File: src/hw/rtl/cllh_pkg.sv
// Package for the command latency histogram: transaction types, status codes and sizes.
// Used by the front end, the back end and the top level; depends on nothing.
`default_nettype none
package cllh_pkg;
   localparam int PENDING_ENTRIES = 1024;
   localparam int COMMANDS = 64;
   localparam int SLOTS = 36;
   localparam int PEND_AW = $clog2(PENDING_ENTRIES);
   localparam int CMD_AW = $clog2(COMMANDS);
   localparam int SLOT_W = 6;
   localparam int HIST_DEPTH = COMMANDS * SLOTS;
   localparam int HIST_AW = $clog2(HIST_DEPTH);
   localparam int CLEAR_LEN = (HIST_DEPTH > PENDING_ENTRIES) ? HIST_DEPTH : PENDING_ENTRIES;
   localparam int CLR_W = $clog2(CLEAR_LEN + 1);
   localparam int QUEUE_DEPTH = 2;
   localparam int NS_PER_US = 1000;

   localparam logic [1:0] FUNC_START = 2'd0;
   localparam logic [1:0] FUNC_FINISH = 2'd1;
   localparam logic [1:0] FUNC_READ = 2'd2;
   localparam logic [1:0] FUNC_UNUSED = 2'd3;

   localparam logic [2:0] ST_DONE = 3'd0;
   localparam logic [2:0] ST_FILTERED = 3'd1;
   localparam logic [2:0] ST_NO_PENDING = 3'd2;
   localparam logic [2:0] ST_CMD_RANGE = 3'd3;
   localparam logic [2:0] ST_FULL = 3'd4;
   localparam logic [2:0] ST_READ = 3'd5;

   typedef struct packed {
      logic [1:0] func;
      logic [63:0] thread_key;
      logic [63:0] time_ns;
      logic [31:0] cmd;
      logic [5:0] slot;
   } req_type;

   typedef struct packed {
      logic [2:0] status;
      logic [5:0] bucket;
      logic [63:0] count;
   } rsp_type;

   typedef struct packed {
      req_type req;
      logic filtered;
   } job_type;
endpackage
`default_nettype wire

File: src/hw/rtl/cllh_front.sv
// Front end: takes request transactions, applies the process filter and queues jobs.
// Depends on cllh_pkg.
`default_nettype none
module cllh_front (
   input wire logic clock,
   input wire logic reset,
   input wire logic req_valid,
   output logic req_stall,
   input wire cllh_pkg::req_type req_data,
   input wire logic [31:0] keep_pid,
   output logic job_valid,
   output cllh_pkg::job_type job_data,
   input wire logic job_take
);
   cllh_pkg::job_type q_ff [cllh_pkg::QUEUE_DEPTH];
   logic wr_ptr_ff, wr_ptr_in, rd_ptr_ff, rd_ptr_in;
   logic [1:0] cnt_ff, cnt_in;
   logic push;
   cllh_pkg::job_type job_new;

   assign req_stall = (cnt_ff == 2'(cllh_pkg::QUEUE_DEPTH));
   assign push = req_valid && !req_stall;
   assign job_valid = (cnt_ff != 2'd0);
   assign job_data = q_ff[rd_ptr_ff];

   always_comb begin
      job_new.req = req_data;
      job_new.filtered = (keep_pid != 32'd0) && (req_data.thread_key[63:32] != keep_pid);
      wr_ptr_in = push ? !wr_ptr_ff : wr_ptr_ff;
      rd_ptr_in = job_take ? !rd_ptr_ff : rd_ptr_ff;
      cnt_in = cnt_ff + 2'(push) - 2'(job_take);
   end

   always_ff @(posedge clock) begin
      if (push) begin
         q_ff[wr_ptr_ff] <= job_new;
      end
      if (reset) begin
         wr_ptr_ff <= 1'b0;
         rd_ptr_ff <= 1'b0;
         cnt_ff <= 2'd0;
      end else begin
         wr_ptr_ff <= wr_ptr_in;
         rd_ptr_ff <= rd_ptr_in;
         cnt_ff <= cnt_in;
      end
   end
endmodule
`default_nettype wire

File: config.mk
export PLATFORM = sky130hd
export DESIGN_NAME = cllh_front
export DESIGN_NICKNAME = d
export VERILOG_FILES = /design/src/hw/rtl/cllh_pkg.sv /design/src/hw/rtl/cllh_front.sv
export SDC_FILE = /design/constraint.sdc
export NUM_CORES = 1
export LEC_CHECK = 0
export ABC_AREA = 1
export BUFFER_PORTS_ARGS = -buffer_cell sky130_fd_sc_hd__buf_4
export CAP_MARGIN = 10
export CORE_MARGIN = 5
export CORE_UTILIZATION = 45
export DETAILED_ROUTE_END_ITERATION = 8
export PLACE_DENSITY_LB_ADDON = 0.15
export SYNTH_ARGS = -nofsm -noshare
export SYNTH_HDL_FRONTEND = slang
export SYNTH_SLANG_ARGS = --single-unit
File: constraint.sdc
create_clock -name clock -period 9.7 [get_ports clock]
set_clock_uncertainty 0.15 [all_clocks]
set_input_delay 0.97 -clock clock [delete_from_list [all_inputs] [get_ports clock]]
set_output_delay 0.97 -clock clock [all_outputs]
set_load 0.02 [all_outputs]
* After elaboration in Yosys (flattened, before gate mapping) *
Memory sizes are Yosys's and may differ from the RTL's. A register that Yosys moved wholly into a read port is not among the register bits.
Index checks and enable logic that the tools add are counted.

storage, ports and cells
  RAM bits = 338
  memories = 1
  bits in registers = 4
  word-level logic and storage cells = 19
  ROM bits = 0
  latch bits = 0

operators by class
  order comparisons = 0
  muxes and demuxes = 4
  equal/unequal tests = 2
  add/sub/neg operators = 2
  shift-type cells = 0
  divide/modulo/power cells = 0
  reduce and logical (&&, ||, !) cells = 7
  $mul = 0
  bitwise logic cells = 0

memory list
  memory  words  width  read ports  clocked after memory_dff  write ports  RTL line          text
  q_ff    2      169    1           1                         1            cllh_front.sv:15  cllh_pkg::job_type q_ff [cllh_pkg::QUEUE_DEPTH];

operators with widths
  cell                                         count
  32-bit != test                               1
  32-bit nonzero test                          1
  1-bit two-way mux                            4
  1-bit zero test                              3
  2-bit by 1-bit adder with 2-bit output       1
  2-bit == test (second input constant)        1
  1-bit logical AND                            2
  2-bit nonzero test                           1
  2-bit by 1-bit subtractor with 2-bit output  1

* Depth between registers and ports, before layout *
  depth after elaboration = 5
  depth in mapped cells = 9

* Worst setup path after synthesis *
Ideal clock, no wire load.

  path kind = input -> register
  start point = input port req_valid
  end point = memory q_ff[1][0] in the netlist's numbering (enable)
  stages on the path = 2
  setup time = 0.701 ns
  path buffers = 0
  slack = 0.766 ns
  arrival time = 8.083 ns
  required time = 8.849 ns
  cell sequence = o21ai_2 -> nor2_1

on the way
  word-level cells in the longest chain between the ends = 3

RTL lines
  what                                     RTL line          text
  from (decl)                              cllh_front.sv:7   input wire logic req_valid,
  1-bit logical AND                        cllh_front.sv:22  assign push = req_valid && !req_stall;
  1-bit two-way mux                        cllh_front.sv:35  if (push) begin
  1-bit two-way mux (implied by the code)  cllh_front.sv:36  q_ff[wr_ptr_ff] <= job_new;
  to (decl)                                cllh_front.sv:15

No other way between the ends.

==> results.md <==
- Synth top area cells: edfxtp_1 (75%), mux2_4 (11%), mux2_2 (5.6%)
- Min Hold Slack: 0.3687 ns
- Router iterations before antenna repair: 4
- Leak pwr: 7.247 nW
- Critical-path top delay cell: dfxtp_4
- Mean Syn Cell Area: 18.31 sq um
- WL final: 30040 microns
- Num Clock Sinks: 343
- Yosys warnings: 0
- R2r endpoint: q_ff[0][91]$_DFFE_PP_
- Max cap viols: 0
- Relative slew slack: 29.67%
- Worst-Skew Late Latency: 0.51 ns
- Die Span X: 183.7 microns
- Net Sw Power: 0.0009337 W
- RSZ-0062 raised after global routing: false
- Crit path cell chain: buf_4 -> mux2_2 -> buf_4
- VDD IR max: 113.6 uV
- GPL Wtd Cong: 0.7962
- Die H: 183.7 microns
- Crit path DAT: 3.04 ns
- Largest net degree at the start of global routing: 140
- Endpoints failing setup: 0
- Comb power frac: 18.1%
- DRT iter0 DRCs: 366
- Clock root cell: clkbuf_16
- Core footprint: 0.02972 sq mm
- R2R depth: 3
- Reg-to-reg startpoint: cnt_ff[0]$_SDFF_PP0_
- Grt ovf: 0
- Clock slew at reported path FFs: 0.06 ns
- Layout cells sized above 1: 51.54%
- Dpl hpwl: 21040 microns
- Register area share after synthesis: 75.45%
- Post-CTS setup buffer count: 0
- Final Max Tran Viols: 0
- Port Buffers: 374
- # H-tree levels: 2
- CP Max Fanout: 61
- DRC Markers: 0
- Area leader, netlist: edfxtp_1
- Count of cell types in the netlist: 18
- CTS resizes: 0
- Sw Ratio: 24.49%
- DRT antenna net count: 0
- Vias in the first global route: 7843
- Crit-path max cell delay: 0.95 ns
- Worst min-delay path startpoint: rd_ptr_ff$_SDFFE_PP0P_
- Die ar.: 0.03376 sq mm
- Setup_tns: 0 ns
- First-pass GRT wire length: 43870 microns
- CP Class: flop to primary output
- Clock tree from TritonCTS: done
- Max Fclk: 240.3 MHz
- Net count reported at finish: 1348
- Pwr dens: 213.1 mW/mm^2
- R2R setup slack: 7.02 ns
- Post-Syn Instances: 742
- Slew @ Worst Pin: 1.052 ns
- Num CTS Buffers: 37
- Period utilization: 42.91%
- Flop pwr share: 48.2%
- Clock Power Share: 33.7%
- Initial Util: 45.71%
- CP startpoint kind: flop
- Final Hold Fails: 0
- Most used cell, CP: buf_4
- Vias: 7440
- Crit end category: primary output
- Synth top area share: 74.72%
- All-Layer GR Usage: 17.01%
- WP data required: 8.58 ns
- Area grow syn2layout: 31.69%
- Worst Hold Depth: 2
- Wire per inst: 19.27 microns
- Status: completed
- Row cnt: 63
- Cts hold-fix bufs: 0
- #FFs+latches synth: 343
- Hold Path Class: flop to flop
- Mapped Area: 0.01358 sq mm
- I/O pins: 375
- Max Root-Sink Buffers: 3
- Via density: 4.772
- Post-Syn Nets: 948
- Initial antenna violation count: 2
- Int Pwr: 0.002879 W
- Minimum clock period: 4.162 ns
[worst max-delay path, delay by kind of cell, from the launching register on]
family / cells / cell delay [ns]
buf+inv: 2 / 1.09
mux: 1 / 0.43
flops: 1 / 0.95
[Yosys cell counts (all sizes together)]
master / number
buf: 19
or2: 1
inv: 57
nand4: 2
nor2: 44
ha: 2
xor2: 4
edfxtp: 338
nor3b: 2
nor4: 4
xnor2: 1
mux2: 169
o21ai: 1
dfxtp: 5
nand3: 4
nand2: 89
[cell families (layout without fill, tap and decap cells)]
kind of cell / Yosys count / in the layout / share of synthesized area (%)
other: 0 / 1 / 0
muxes: 169 / 169 / 16.80
buffers and inverters: 76 / 502 / 2.920
and+or+nand+nor: 146 / 146 / 4.255
adders and majority gates: 2 / 2 / 0.1842
AOI/OAI and AO/OA: 1 / 1 / 0.06449
xor gates and xnor gates: 5 / 5 / 0.3224
DFF: 343 / 343 / 75.45
[layout make-up]
| class | instances | area (sq um) |
|---|---|---|
| fillers | 2278 | 11830 |
| diodes | 1 | 2.502 |
| clock buffers | 48 | 1010 |
| flip-flops and latches | 343 | 10250 |
| multi-input cells | 323 | 2953 |
| clock inverters | 17 | 103.9 |
| repair buffers | 380 | 2865 |
| inverters | 57 | 214.0 |
| well taps | 390 | 488.0 |
[placed cells by master (no fill, tap or decap), types with 4 or more instances in the layout]
| cell type | count |
|---|---|
| buf_4 | 379 |
| clkbuf_1 | 9 |
| clkbuf_16 | 39 |
| clkinv_1 | 8 |
| clkinv_2 | 7 |
| dfxtp_1 | 4 |
| edfxtp_1 | 338 |
| inv_1 | 57 |
| mux2_2 | 68 |
| mux2_4 | 101 |
| nand2_1 | 89 |
| nand3_1 | 4 |
| nor2_1 | 42 |
| nor4_1 | 4 |
| xor2_1 | 4 |
[stage by stage]
step           area, sq um  utilization (%)  instances  setup slack (ns)  total power [W]
5_1_grt              17890            60.20       1559             5.365         0.003976
3_3_place_gp         16770            56.44       1493             6.030         0.002564
4_1_cts              17890            60.19       1558             5.455         0.003865
3_5_place_dp         16770            56.44       1493             6.013         0.002571
2_1_floorplan        13580                -        742            0.7656         0.002300
6_report             17890            60.20       1559             5.538         0.003813
[state kept, by name (all words and copies together) (netlist names), named ones only]
signal,count
cnt_ff,2
q_ff,338
wr_ptr_ff,1
rd_ptr_ff,1
[layer usage]
metal / GRT usage [%] / share of wire (%) / up-vias
li1: - / - / 3525
met1: 19.80 / 38 / 3580
met2: 29.72 / 50 / 284
met3: 6.035 / 9.1 / 49
met4: 5.146 / 2.5 / 2
met5: 0 / 0.067 / -
[worst max-delay path by stage]
stage	to	depth (start not counted)	start
floorplan	q_ff[1][0]$_DFFE_PP_	2	req_valid
global placement	job_data[14]	3	flop
detailed placement	job_data[46]	3	flop
CTS	job_data[46]	3	flop
global route	job_data[46]	3	flop
finish	job_data[46]	3	flop
[power groups by stage]
stage,logic [W],clock network (W),registers [W]
global placement,0.000697,0,0.00187
global route,0.000734,0.00139,0.00185
finish,0.000689,0.00128,0.00184
floorplan,0.000412,0,0.00189
detailed placement,0.000699,0,0.00187
CTS,0.000702,0.00132,0.00184
Power figures use the tool's default switching activity.
